==> config.mk <==
export PLATFORM = sky130hd
export DESIGN_NAME = pnst_split_mul
export DESIGN_NICKNAME = d
export VERILOG_FILES = /design/src/pnst_split_mul.sv
export SDC_FILE = /design/constraint.sdc
export NUM_CORES = 1
export LEC_CHECK = 0
export BUFFER_PORTS_ARGS = -buffer_cell sky130_fd_sc_hd__clkbuf_2
export CELL_PAD_IN_SITES_DETAIL_PLACEMENT = 0
export CELL_PAD_IN_SITES_GLOBAL_PLACEMENT = 2
export CORE_ASPECT_RATIO = 0.5
export CORE_UTILIZATION = 42
export CTS_BUF_LIST = sky130_fd_sc_hd__clkbuf_16
export CTS_CLUSTER_SIZE = 8
export DETAILED_ROUTE_END_ITERATION = 8
export GPL_TIMING_DRIVEN = 0
export PLACE_DENSITY = 0.9
export SYNTH_ARGS = -nofsm -noshare
export SYNTH_HDL_FRONTEND = slang
export SYNTH_SLANG_ARGS = --single-unit
export TNS_END_PERCENT = 5
==> constraint.sdc <==
create_clock -name clk_i -period 4.95 [get_ports clk_i]
set_clock_uncertainty 0.15 [all_clocks]
set_input_delay 0 -clock clk_i [delete_from_list [all_inputs] [get_ports clk_i]]
set_output_delay 0 -clock clk_i [all_outputs]
set_load 0.02 [all_outputs]
==> src/pnst_split_mul.sv <==
// Three stage unsigned multiplier built from four half width partial products.
`timescale 1ns / 1ps

module pnst_split_mul #(
  parameter int AW = 16,
  parameter int BW = 16
) (
  input  logic            clk_i,
  input  logic [2:0]      en_i,
  input  logic [AW-1:0]   a_i,
  input  logic [BW-1:0]   b_i,
  output logic [AW+BW-1:0] prod_o
);

  localparam int LA  = (AW + 1) / 2;
  localparam int HA  = AW - LA;
  localparam int LB  = (BW + 1) / 2;
  localparam int HB  = BW - LB;
  localparam int PRW = AW + BW;

  logic [HA+HB-1:0] p_hh_q;
  logic [HA+LB-1:0] p_hl_q;
  logic [LA+HB-1:0] p_lh_q;
  logic [LA+LB-1:0] p_ll_q;
  logic [PRW-1:0]   cat_q;
  logic [PRW-1:0]   mid_q;
  logic [PRW-1:0]   prod_q;

  // First stage: the four partial products of the split operands.
  always_ff @(posedge clk_i) begin
    if (en_i[0]) begin
      p_hh_q <= a_i[AW-1:LA] * b_i[BW-1:LB];
      p_hl_q <= a_i[AW-1:LA] * b_i[LB-1:0];
      p_lh_q <= a_i[LA-1:0] * b_i[BW-1:LB];
      p_ll_q <= a_i[LA-1:0] * b_i[LB-1:0];
    end
  end

  // Second stage: the outer products do not overlap, the cross terms are added.
  always_ff @(posedge clk_i) begin
    if (en_i[1]) begin
      cat_q <= {p_hh_q, p_ll_q};
      mid_q <= (PRW'(p_hl_q) << LA) + (PRW'(p_lh_q) << LB);
    end
  end

  // Third stage: the final sum, exact in AW + BW bits.
  always_ff @(posedge clk_i) begin
    if (en_i[2]) begin
      prod_q <= cat_q + mid_q;
    end
  end

  assign prod_o = prod_q;

endmodule : pnst_split_mul

==> metrics.txt, run 1 <==
Slew @ Worst Pin=1.23 ns; Fin. Hold Viols=0; Nets=1858; die width=266 um; initial antenna violation count=4; final core occ=48.3%; setup tns final=0 ns; most common cell in the synthesized netlist=inv_1; final max-slew violation count=0; share of post-route cells with drive strength above 1=8.40%; Detailed Routing Iterations Pass 1=5; Avg Synthesized Cell Area=10.4 um^2; Hold Crit Class=in -> reg; Flop pwr share=26.9%; ranking of synthesized cells by area=edfxtp_1 (30%), fa_1 (20%), ha_1 (15%), and2_1 (8.9%), inv_1 (5.6%); Fillers=3119; Chip Height=134 um; post-synth top area share=29.7%; DR WL/cell=17.4 um; mean number of vias per cell=5.12; RSZ-0062 raised after global routing=true; Worst Setup Path Type=in -> reg; asr flop ratio synth=0%; relative slew slack=17.8%; hold_sp=a_i[9]; total grt overflow=0; reg-to-reg setup timing slack=2.00 ns; post-route ant nets=0; Clock Pin Slew Worst Setup and Hold Paths=0.06 ns; Cells on Worst Hold Path=3; Max Cap Viol=0; Worst Setup End Kind=register; Post-synth EDFFs=145; Reg-to-Reg Start=cat_q[8]; crit path launch=a_i[4]; Post-CTS Setup Inserts=0; Post-Syn Nets=1766; CP max FO=10; row count=47; post-route cell area=0.0163 mm^2; Power Density=515 mW/mm^2; htree depth=4; final WL=34500 um; Syn. warnings=0; layout overhead on the synthesized area=11.0%; Max clock buf depth=2; CP startpoint kind=input pin; clock share of power=15.7%; Reg-to-Reg End=prod_o[24]; final worst setup slack=0.130 ns; Die ar.=0.0357 mm^2; via count=10100; root buffer cell=clkbuf_16; combinational share of power=57.4%; Initial Utilization=43.5%; vias in the first global route=10500; number of buffers created by CTS=17; largest net degree at the start of global routing=65; Psw=3.61 mW; Core Footprint=0.0337 mm^2; Post-Synthesis Cell Area=0.0147 mm^2; RePlAce Congestion=0.871; Hold Path End=p_hl_q[1]; P_int=4.76 mW; fmax=207 MHz; GR Util All Layers=20.1%; Seq cells post-synth=145; Total Power=8.37 mW; Reg2Reg Depth=9; Main synth FF type=edfxtp_1; Switching Fraction=43.1%; I/O Buffers=67; placed inst area=0.0156 mm^2; Commonest cells post-synth=inv_1 (219), and2_1 (209), ha_1 (177); DP Worst Slack=-0.748 ns; Final setup viols=0; CTS tree=yes; DRC Markers=0; CTS Sinks=145; final worst path period need=4.82 ns; final period utilization=97.4%; first-pass GRT wire length=54800 um; DRT iter0 DRCs=581; area leader, netlist=edfxtp_1; sequential element share of the synthesized area=29.7%; Ports=68; Worst IR Drop VDD=0.000254 V; DP Wirelength=28200 um; Cell variety after synth=58; Syn Inst Count=1407; CP required=4.89 ns; Lkg Pwr=7.47 nW; status=complete, no violations; arrival time worst endpoint=4.76 ns; Worst-Skew Late Latency=0.42 ns
==> metrics by stage <==
stage | cells | hold slack [ns]
global route | 1978 | 0.0964
finish | 1978 | 0.0792
floorplan | 1407 | -0.0375
CTS | 1977 | 0.0642
detailed placement | 1940 | 0.244
global placement | 1939 | 0.241
==> worst max path at each step <==
stage	cells after the start	slack, ns	endpoint
finish	16	0.13	p_lh_q[13]
global route	15	-0.01	p_ll_q[14]
CTS	17	0.04	p_hl_q[15]
detailed placement	14	-0.75	p_ll_q[13]
global placement	15	-1.38	p_ll_q[15]
floorplan	15	0.74	p_lh_q[13]
==> placed cells by master, fill, tap and decap left out, types with 8 or more instances in the layout <==
master	count
nor2b_1	10
ha_1	177
and3_1	9
a211oi_1	12
xor2_1	14
o21bai_1	11
inv_1	219
and2_1	209
fa_1	146
nor2_1	61
nand2b_1	8
clkbuf_16	17
clkbuf_1	25
clkbuf_2	73
o21ai_0	29
a21oi_1	56
nand2_1	79
xnor2_1	54
a21o_1	13
a31oi_1	9
nor3_1	19
nand3_1	14
edfxtp_1	145
==> cell families (layout without fill, tap and decap cells) <==
group,Yosys count,count (layout),share of synthesized area (%)
AO/OA/AOI/OAI,182,182,8.48
XOR/XNOR,68,68,4.06
adder cells (fa/ha/maj),323,323,35.1
buffers and inverters,255,360,6.56
flip-flops,145,145,29.7
multiplexers,5,5,0.341
other,0,1,0
AND/OR/NAND/NOR,429,429,15.8
==> state kept, by name (all words and copies together) (netlist names) <==
name    cells
prod_o     32
cat_q      32
p_lh_q     16
mid_q      17
p_ll_q     16
p_hh_q     16
p_hl_q     16
==> layout make-up <==
type / count / area, um^2 / area share (%)
clock buffers: 17 / 425 / 2.62
clock inverters: 15 / 174 / 1.07
diodes: 1 / 2.50 / 0.0154
plain buffers: 36 / 149 / 0.916
flip-flops and latches: 145 / 4350 / 26.8
repair buffers: 73 / 393 / 2.42
well taps: 465 / 582 / 3.58
inverters: 219 / 822 / 5.05
multi-input cells: 1007 / 9360 / 57.6
==> metal layers <==
metal  vias to the layer above  GRT usage (%)  part of all wire [%]
met1                      4995           27.2                    46
met4                         0           4.89                   1.8
li1                       4849              -                     -
met5                         -              0                     0
met3                        42           4.02                   6.0
met2                       251           33.2                    46
==> power groups by stage <==
stage	registers, mW	clock network (mW)	logic (mW)
final	2.25	1.31	4.80
after global routing	2.29	1.39	5.38
after CTS	2.27	1.34	4.80
after detailed placement	2.29	0	4.76
after global placement	2.27	0	4.70
after floorplan	2.32	0	3.35
==> critical path, stage by stage <==
cell      delay [ns]
clkbuf_2        0.17
clkbuf_1        0.47
nand2_1         0.15
fa_1            0.51
fa_1            0.56
inv_1           0.06
fa_1            0.48
inv_1           0.05
fa_1            0.47
inv_1           0.04
ha_1            0.31
o21ai_0         0.24
a21oi_1         0.13
o41ai_4         0.36
or4b_1          0.46
o311ai_0        0.28
==> repair_timing <==
item,in CTS,in global routing
hold buffers,5,0
gates resized for setup,2,14
endpoints found under the setup margin,2,6
endpoints found under the hold margin,5,0
gates cloned,0,0
Note: power is estimated with default switching activity, not from simulation.
==> inputs of run 2 (changes only) <==
Settings changed: REMOVE_ABC_BUFFERS from default to 1.
==> metrics.txt, run 2 (synthesized netlist as in run 1, its figures left out) <==
status=complete, no violations (unchanged); final period utilization=91.4% (was 97.4%); final core occ=47.6% (was 48.3%); post-CTS resize count=0 (was 2); CP cell instances=clkbuf_2 > and2_1 > fa_1 > fa_1 > fa_1 > inv_1 > fa_1 > inv_1 > ha_1 > or2_2 > a21oi_1 > a21oi_1 > o311ai_0 (was clkbuf_2 > clkbuf_1 > nand2_1 > fa_1 > fa_1 > inv_1 > fa_1 > inv_1 > fa_1 > inv_1 > ha_1 > o21ai_0 > a21oi_1 > o41ai_4 > or4b_1 > o311ai_0); final worst path period need=4.53 ns (was 4.82 ns); Initial Utilization=43.5% (unchanged); layout overhead on the synthesized area=9.42% (was 11.0%); final max-slew violation count=0 (unchanged); die width=266 um (unchanged); Slew @ Worst Pin=1.19 ns (was 1.23 ns); I/O Buffers=67 (unchanged); mean number of vias per cell=5.12 (about the same); commonest non-fill, non-tap cell in the layout=inv_1 (unchanged); root buffer cell=clkbuf_16 (unchanged); Detailed Routing Iterations Pass 1=5 (unchanged); via count=9926 (was 10100); DRT iter0 DRCs=588 (was 581); largest net degree at the start of global routing=65 (unchanged); Worst Setup End Kind=register (unchanged); Worst path max stage delay=0.82 ns (was 0.56 ns); post-route cell area=0.0160 mm^2 (was 0.0163 mm^2); DR WL/cell=16.2 um (was 17.4 um); first-pass GRT wire length=52400 um (was 54800 um); Fin. Hold Viols=0 (unchanged); placed instance count=1904 (was 1940); final std cells w/o fill=1938 (was 1978); Hold Crit Class=in -> reg (unchanged); CP startpoint kind=input pin (unchanged); Max Cap Viol=0 (unchanged); Clock Pin Slew Worst Setup and Hold Paths=0.06 ns (about the same); Critical-path top delay cell=o311ai_0 (was fa_1); Lkg Pwr=7.37 nW (was 7.47 nW); CTS Sinks=145 (unchanged); CP required=4.89 ns (about the same); RSZ-0062 raised after global routing=false (was true); Worst Setup Path Type=in -> reg (unchanged); row count=47 (unchanged); fmax=221 MHz (was 207 MHz); initial antenna violation count=0 (was 4); Ports=68 (unchanged); Buf/Inv on CP=3 (was 5); antenna cells=0 (was 1); Chip Height=134 um (unchanged); Max clock buf depth=2 (unchanged); CTS tree=yes (unchanged); RePlAce Congestion=0.875 (was 0.871); placed inst area=0.0154 mm^2 (was 0.0156 mm^2); Worst IR Drop VDD=0.000301 V (was 0.000254 V); Worst path top cell family by delay=adder cells (unchanged); final WL=31400 um (was 34500 um); post-route ant nets=0 (unchanged); Nets=1819 (was 1858); DRC Markers=0 (unchanged); GR Util All Layers=18.7% (was 20.1%); share of post-route cells with drive strength above 1=7.81% (was 8.40%); Core Footprint=0.0337 mm^2 (unchanged); htree depth=4 (unchanged); Power Density=508 mW/mm^2 (was 515 mW/mm^2); CP max FO=16 (was 10); most frequent cells in the layout=inv_1 (220), and2_1 (209), ha_1 (177), fa_1 (146), edfxtp_1 (145) (was inv_1 (219), and2_1 (209), ha_1 (177), fa_1 (146), edfxtp_1 (145)); DP Wirelength=24500 um (was 28200 um); crit-path most repeated cell=fa_1 (unchanged); Die ar.=0.0357 mm^2 (unchanged); vias in the first global route=10400 (was 10500); Total Power=8.14 mW (was 8.37 mW); Final setup viols=0 (unchanged); total grt overflow=0 (unchanged); arrival time worst endpoint=4.47 ns (was 4.76 ns); number of buffers created by CTS=17 (unchanged); Fillers=3082 (was 3119); Worst-Skew Late Latency=0.43 ns (was 0.42 ns); relative slew slack=20.8% (was 17.8%)
[run 2: what timing repair did]
action | 4_1_cts | 5_1_grt
setup buffers | 0 | 0
hold endpoints to repair | 4 | 0
hold buffers | 2 | 0
setup endpoints to repair | 0 | 0
[run 2: path summary, 6_finish.rpt]
kind	from	endpoint	slack, ns	cells after the start
setup / recovery	a_i[2]	p_ll_q[13]	0.42	13
hold / removal	a_i[8]	p_hh_q[0]	0.02	2
setup reg to reg	cat_q[8]	prod_o[24]	2.02	9
hold reg to reg	p_ll_q[4]	cat_q[4]	0.27	0
[run 2: area by class of cell]
class | instances | area (um^2) | share of cell area [%]
inverter | 219 | 822 | 5.13
clock buffer | 17 | 425 | 2.65
multi-input combinational | 1007 | 9340 | 58.2
timing repair buffer | 70 | 363 | 2.26
tap | 465 | 582 | 3.63
sequential | 145 | 4350 | 27.1
clock inverter | 15 | 151 | 0.944
[run 2: worst reg2reg max path, stage by stage (launching register included)]
cell      delay (ns)
edfxtp_1        0.35
ha_1            0.19
inv_1           0.06
fa_1            0.39
nand2b_1        0.18
a21oi_1         0.26
o21ai_0         0.27
a31oi_2         0.34
a31oi_1         0.12
or3_1           0.38
[run 2: report_power, final]
| part | switching, mW | internal (mW) |
|---|---|---|
| Sequential | 0.147 | 2.08 |
| Combinational | 2.79 | 1.89 |
| Clock | 0.530 | 0.707 |
[run 2: metal layers]
layer	wire (um)	share of wire [%]	up-vias	GRT usage (%)
li1	-	-	4768	-
met1	15300	49	4939	25.5
met2	14500	46	190	31.8
met3	1070	3.4	29	1.93
met4	569	1.8	0	5.14
met5	0	0	-	0
[run 2: per-stage QoR]
stage	setup TNS, ns	worst slack, ns	hold WS (ns)
finish	0	0.424	0.0188
global route	0	0.233	0.0443
CTS	0	0.528	0.000618
detailed placement	0	0.0932	0.255
global placement	-0.592	-0.592	0.251
floorplan	0	0.982	-0.0375
